$ cat config.mk
export PLATFORM = sky130hd
export DESIGN_NAME = rgbkb_ctrl
export DESIGN_NICKNAME = d
export VERILOG_FILES = /design/src/rtl/rgbkb_pkg.sv /design/src/rtl/rgbkb_ctrl.sv
export VERILOG_INCLUDE_DIRS = /design/src /design/src/rtl
export SDC_FILE = /design/constraint.sdc
export NUM_CORES = 1
export LEC_CHECK = 0
export BUFFER_PORTS_ARGS = -buffer_cell sky130_fd_sc_hd__buf_4
export CAP_MARGIN = 10
export CORE_AREA = 4 4 41 43
export DETAILED_ROUTE_END_ITERATION = 8
export DIE_AREA = 0 0 45 47
export GPL_ROUTABILITY_DRIVEN = 0
export SETUP_SLACK_MARGIN = 0.15
export SLEW_MARGIN = 20
export SYNTH_ARGS = -nofsm -noshare
export SYNTH_HDL_FRONTEND = slang
export SYNTH_SLANG_ARGS = --single-unit
$ cat constraint.sdc
create_clock -name clk_i -period 1.2 [get_ports clk_i]
set_input_delay 0.24 -clock clk_i [delete_from_list [all_inputs] [get_ports clk_i]]
set_output_delay 0.24 -clock clk_i [all_outputs]
set_load 0.05 [all_outputs]
$ cat src/rtl/rgb_kernel_blur_macros.svh
// Assertion macros shared by the blur block.
`ifndef RGB_KERNEL_BLUR_MACROS_SVH
`define RGB_KERNEL_BLUR_MACROS_SVH
// Check a property with reset masking.
`define RGBKB_ASSERT(lbl, prop, clk, rstn) \
  lbl: assert property (@(posedge clk) disable iff (!rstn) prop) \
    else $error("rgbkb assertion failed");
// Check a property at every edge, reset included.
`define RGBKB_ASSERT_ALWAYS(lbl, prop, clk) \
  lbl: assert property (@(posedge clk) prop) \
    else $error("rgbkb assertion failed");
`endif

$ cat src/rtl/rgbkb_pkg.sv
// Package of shared constants and types for the blur block.
package rgbkb_pkg;
  localparam int unsigned DefMaxWidth  = 1024;
  localparam int unsigned DefMaxRadius = 2;
  localparam int unsigned KSlots       = 25;
  localparam int unsigned CfgW         = 13;
  localparam int unsigned CfgIdxW      = 2;

  localparam logic [CfgIdxW-1:0] RegFrameWidth  = 2'd0;
  localparam logic [CfgIdxW-1:0] RegFrameHeight = 2'd1;
  localparam logic [CfgIdxW-1:0] RegRadius      = 2'd2;

  localparam logic OpLoadWeight = 1'b0;
  localparam logic OpPixel      = 1'b1;

  localparam logic [10:0] ResetWidth  = 11'd1024;
  localparam logic [12:0] ResetHeight = 13'd1024;
  localparam logic [1:0]  ResetRadius = 2'd1;

  typedef struct packed {
    logic load_weight;
    logic capture;
    logic mem_write;
    logic win_start;
    logic rd_issue;
    logic div_start;
    logic div_step;
    logic out_load;
    logic advance;
  } cmd_t;

  typedef struct packed {
    logic interior;
    logic k_last;
    logic div_last;
    logic out_full;
  } status_t;
endpackage

$ cat src/rtl/rgbkb_ctrl.sv
// Sequencer for the blur block: weight load, capture, store, window scan, divide, emit.
`include "rgb_kernel_blur_macros.svh"
module rgbkb_ctrl (
  input  logic               clk_i,
  input  logic               rst_ni,
  input  logic               in_valid_i,
  input  logic               in_op_i,
  output logic               in_ready_o,
  input  rgbkb_pkg::status_t status_i,
  output rgbkb_pkg::cmd_t    cmd_o
);
  typedef enum logic [2:0] {
    StIdle, StWrite, StRead, StDrain, StLoad, StDiv, StDone
  } state_e;

  state_e state_q, state_d;
  logic   accept;

  assign in_ready_o = (state_q == StIdle);
  assign accept     = in_valid_i && in_ready_o;

  always_comb begin
    cmd_o   = '0;
    state_d = state_q;
    unique case (state_q)
      StIdle: begin
        if (accept) begin
          if (in_op_i == rgbkb_pkg::OpPixel) begin
            cmd_o.capture = 1'b1;
            state_d       = StWrite;
          end else begin
            cmd_o.load_weight = 1'b1;
          end
        end
      end
      StWrite: begin
        cmd_o.mem_write = 1'b1;
        if (status_i.interior) begin
          cmd_o.win_start = 1'b1;
          state_d         = StRead;
        end else begin
          cmd_o.advance = 1'b1;
          state_d       = StIdle;
        end
      end
      StRead: begin
        cmd_o.rd_issue = 1'b1;
        if (status_i.k_last) state_d = StDrain;
      end
      StDrain: state_d = StLoad;
      StLoad: begin
        cmd_o.div_start = 1'b1;
        state_d         = StDiv;
      end
      StDiv: begin
        cmd_o.div_step = 1'b1;
        if (status_i.div_last) state_d = StDone;
      end
      StDone: begin
        // hold until the result register is free
        if (!status_i.out_full) begin
          cmd_o.out_load = 1'b1;
          cmd_o.advance  = 1'b1;
          state_d        = StIdle;
        end
      end
      default: state_d = StIdle;
    endcase
  end

  always_ff @(posedge clk_i or negedge rst_ni) begin
    if (!rst_ni) begin
      state_q <= StIdle;
    end else begin
      state_q <= state_d;
    end
  end

  `RGBKB_ASSERT(a_pixel_goes_write,
    (accept && in_op_i == rgbkb_pkg::OpPixel) |=> (state_q == StWrite), clk_i, rst_ni)
  `RGBKB_ASSERT(a_scan_stops, (cmd_o.rd_issue && status_i.k_last) |=> !cmd_o.rd_issue,
    clk_i, rst_ni)
  `RGBKB_ASSERT(a_load_free, cmd_o.out_load |-> !status_i.out_full, clk_i, rst_ni)
endmodule

-- Word-level counts from Yosys, hierarchy flattened
Index checks and enable logic that the tools add are counted.
- register bits: 3
- input bits: 8
- output and inout bits: 10
- logic and storage cells: 35
- equality and inequality tests: 11
- multiplexer cells: 20
- reductions and logical operators: 3
- operators with widths (kind ; count):
    3-bit case mux with 7 select lines ; 1
    3-bit 2-to-1 mux ; 5
    2-bit 2-to-1 mux ; 5
    3-bit == test (second input constant) ; 3
    1-bit 2-to-1 mux ; 8
    2-bit inequality test (second input constant) ; 4
    3-bit by 2-bit == test with 1-bit output (second input constant) ; 2
    5-bit AND reduction ; 1
    3-bit by 1-bit == test with 1-bit output (second input constant) ; 1
    3-bit logical NOT ; 1
    2-bit by 1-bit inequality test with 1-bit output (second input constant) ; 1
    1-bit case mux with 2 select lines ; 1
    1-bit logical AND ; 1

-- Depth between registers and ports, before layout
- depth after elaboration: 4
- depth in mapped cells: 4
- gate-level depth less buffers: 3

-- Least setup slack after synthesis
No wires, ideal clock.
- path type: reg-to-output
- from: register state_q[0]
- to: output port cmd_o[8] in the netlist's numbering
- arrival time: 1.964 ns
- required time: 0.960 ns
- setup slack: -1.004 ns
- stages on the path, launching flop included: 5
- path buffers: 1
- path through: dfrtp_1 buf_6 nor3_2 nand2_1 nor2_1
- RTL lines (item ; RTL line ; source):
    start, declared ; rgbkb_ctrl.sv:16 ; state_e state_q, state_d;
    start signal, assigned ; rgbkb_ctrl.sv:73 ; state_q <= StIdle;
    start signal, assigned ; rgbkb_ctrl.sv:75 ; state_q <= state_d;
    end, declared ; rgbkb_ctrl.sv:10 ; output rgbkb_pkg::cmd_t cmd_o

==> flow_results.org <==
** Setup path
- The worst register-to-register path begins at state_q[1]$_DFFE_PN0P_.
- In this run the worst setup path begins at state_q[1]$_DFFE_PN0P_.
- The worst setup path is of the reg2out kind.
- Of all nets on the critical path, the largest fanout is 2.
- STA classifies the critical path startpoint as a register.
- The number of cells on the worst reg-to-reg path is 4.
- Register-to-register setup slack :: -0.08 ns
- The worst register-to-register path ends at state_q[0]$_DFFE_PN0P_.
- Required time at the endpoint of the critical path :: 0.96 ns
- Capture point of the worst path :: cmd_o[0]
- At the worst endpoint, the arrival time is 1.37 ns.
- Type of destination of the critical path :: output port

** Clock network
- In this run the number of H-tree levels came out at 1.
- The later pin in the worst-skew pair is clocked with a latency of 0.23 ns.
- CTS placed an instance of clkbuf_4 at the clock tree root.
- Number of buffers inserted during clock tree synthesis :: 3
- No sink is reached through more buffers than the 2 on the longest clock path.
- CTS tree :: done
- Reg clk slew, reported paths :: 0.04 ns
- The tree built by TritonCTS fans out to 3 sinks.

** Power
- Worst vdd ir :: 1.03 mV
- Dividing total power by cell area gives a power density of 2850 mW/mm^2.
- LEAKAGE :: 0.323 nW

** Logic synthesis
- Synthesis produced a netlist with a net count of 39.
- The biggest area contributor in the post-synthesis netlist is dfrtp_1.
- Gate Count Post-Synth :: 31
- The synthesized netlist devotes 0% of its cell area to XOR and XNOR gates.
- Summing the sequential cell areas from Yosys gives 30.2% of the chip area.
- Dominant combinational cell family by area after synthesis :: simple AND/OR/NAND/NOR gates
- Synth Area in Compound Gates :: 13.1%
- Synthesis warning total :: 0
- Top area cells in the synthesized netlist :: dfrtp_1 (30%), nor2b_1 (7.5%), nand2_1 (6.0%)
- Average cell area after synthesis :: 8.03 um^2
- Area share of fa/ha/maj cells after synthesis :: 0%
- Synthesized cell area :: 249 um^2
- Synth Area in Simple Gates :: 49.2%
- Of the post-synthesis cell area, the dominant cell type holds 30.2%.
- The synthesized netlist contains 19 unique library cells.
- Fraction of synthesized area in multiplexers :: 0%
- Synthesis inferred 3 register bits.

** STA
- Max Fclk :: 622 MHz
- Setup-violating endpoint count in the final report :: 12
- For the final database, setup skew stands at 0.00155 ns.
- Crit path time final :: 1.61 ns
- Number of hold violations in the final report :: 0
- Worst-case hold slack :: 0.263 ns
- Worst-case headroom to the max-slew limit :: 86.3%
- Setup slack on the critical path of the routed design comes to -0.407 ns.
- Fraction of the cycle the final worst path needs :: 134%
- Unrepaired setup endpoints after global routing :: yes
- The max-slew violation total from the final report came to 0.
- Pin slew with the least headroom to its limit :: 0.205 ns

** Finish
- In the final layout, the registers with the most flip-flops are state_q: 3 flops.
- Diodes inserted :: 0
- Post-Layout Cell Count :: 81
- Final instance area :: 662 um^2
- For this run, the post-layout net count is 75.
- More flip-flops sit in one register than any other, and that register is state_q.
- Relative to the synthesized area, the layout overhead comes to 166%.
- Final core utilization :: 50.9%
- The register with the most flip-flops in the layout has 3 of them.
- The post-route netlist has 72.7% of its cells at a drive strength greater than 1.

** Placement
- Count of buffers inserted at the top-level ports :: 17
- After detailed placement, the total cell area comes to 508 um^2.
- Post-place setup slack :: -0.196 ns
- After legalization and detailed placement, the total HPWL measured 663 um.
- Number of cells after detailed placement :: 73

** Route
- For this block, the initial DRC count from the detailed router was 1.
- Dividing the detail-routed via count by the number of cells gives 4.42.
- Across all layers, the routed design uses 358 vias.
- Dividing the detail-routed wire length by the instance count gives 11.4 um.
- First-pass detailed-route iteration total :: 2
- Total wirelength of the detailed-routed design :: 921 um
- For this run, design rule violations remaining after detail routing come to 0.
- The count of nets left with antenna violations once routing finished came out at 0.

** Status
- Violated checks :: setup timing
- Result of the run :: finished with violations

** Global route
- Via count of the first global-routing pass :: 414
- Total gr overflow :: 0
- Entering global routing, the biggest net connects 8 pins.
- Number of antenna violations at the first check in global routing :: 0
- The first global-routing pass estimated 1650 um of wire.
- Overall Global Routing Usage :: 11.0%

** Hold path
- The path class of the tightest hold or removal check is in2reg.

** Floorplan
- Starting density of the core :: 19.1%
- The core region is 0.00130 mm^2.
- I/O Pins :: 18
- The floorplan step set the die height to 47 um.
- The floorplan step set the die width to 45 um.
- The die covers 0.00212 mm^2.
- Cell row count :: 13

** Job
- The tool flagged a number of max-cap violations equal to 0.
==> cell usage in the layout, fill, tap and decap left out <==
cell type / instances
dfrtp_2: 2
nand2_2: 1
buf_6: 3
a21o_4: 1
a21oi_1: 1
clkbuf_4: 3
buf_8: 8
buf_12: 1
nand3_1: 1
nor3b_2: 1
nor2_1: 1
nor2_4: 1
nand2_1: 3
buf_4: 19
and3_4: 2
nand3b_1: 1
inv_1: 2
dfrtp_1: 1
o21ai_1: 2
a221o_1: 1
nor2b_4: 1
nor2b_1: 1
clkbuf_1: 1
and3b_2: 1
and2b_1: 1
and2_4: 2
dlygate4sd3_1: 1
nor2b_2: 1
nor3_1: 1
nor3_4: 1
==> final cells by class <==
class | count | area (um^2)
well taps | 15 | 18.8
repair buffers | 32 | 327
flip-flops and latches | 3 | 77.6
clock buffers | 4 | 26.3
inverters | 2 | 7.51
multi-input cells | 25 | 205
fillers | 135 | 639
==> where the power goes <==
part	switching, mW	internal [mW]	leakage, nW
clock	0.0547	0.125	0.0150
sequential	0.0570	0.155	0.0353
combinational	0.745	0.748	0.273
total	0.857	1.03	0.323
==> cells by family (layout without fill, tap and decap cells) <==
| family | Yosys count | count (layout) |
|---|---|---|
| flops | 3 | 3 |
| compound gates | 5 | 5 |
| simple gates | 20 | 20 |
| buf+inv | 3 | 38 |
==> critical path, cell delays in order, from the launching register on <==
cell     delay (ns)
dfrtp_2        0.41
and2b_1        0.17
and3b_2        0.21
a21o_4         0.19
buf_8          0.14
==> per-layer routing <==
layer  wire [um]  GRT usage, %  vias up  share of wire [%]
met3          48          2.30        0                5.2
met5           0             0        -                  0
met2         543          21.2       12                 59
met4           0          8.77        0                  0
li1            -             -      175                  -
met1         329          9.82      171                 36
==> synth_stat cells (all sizes together) <==
| cell type | count |
|---|---|
| a21o | 1 |
| a21oi | 1 |
| a221o | 1 |
| and2 | 2 |
| and2b | 1 |
| and3 | 2 |
| and3b | 1 |
| buf | 1 |
| dfrtp | 3 |
| inv | 2 |
| nand2 | 4 |
| nand3 | 1 |
| nand3b | 1 |
| nor2 | 2 |
| nor2b | 3 |
| nor3 | 2 |
| nor3b | 1 |
| o21ai | 2 |
==> worst min-delay path by stage <==
stage	cells past startpoint	endpoint	startpoint
finish	2	state_q[0]$_DFFE_PN0P_	status_i[2]
global route	2	state_q[0]$_DFFE_PN0P_	status_i[2]
CTS	2	state_q[0]$_DFFE_PN0P_	status_i[2]
detailed placement	1	state_q[2]$_DFFE_PN0P_	rst_ni
global placement	1	state_q[2]$_DFFE_PN0P_	rst_ni
floorplan	0	state_q[0]$_DFFE_PN0P_	rst_ni
==> what timing repair did <==
action                     4_1_cts  5_1_grt
cloned                           0        0
resized for setup               26        2
setup buffers                    3        0
hold endpoints to repair         3        0
pin swaps                        4        0
setup endpoints to repair       12       12
hold buffers                     1        0
==> through the flow <==
step	total power [mW]	setup TNS, ns
finish	1.88	-3.30
global route	2.00	-4.10
CTS	1.87	-3.36
detailed placement	1.41	-1.06
global placement	1.41	-1.01
floorplan	0.921	-2.44
Note: power is estimated with default switching activity, not from simulation.
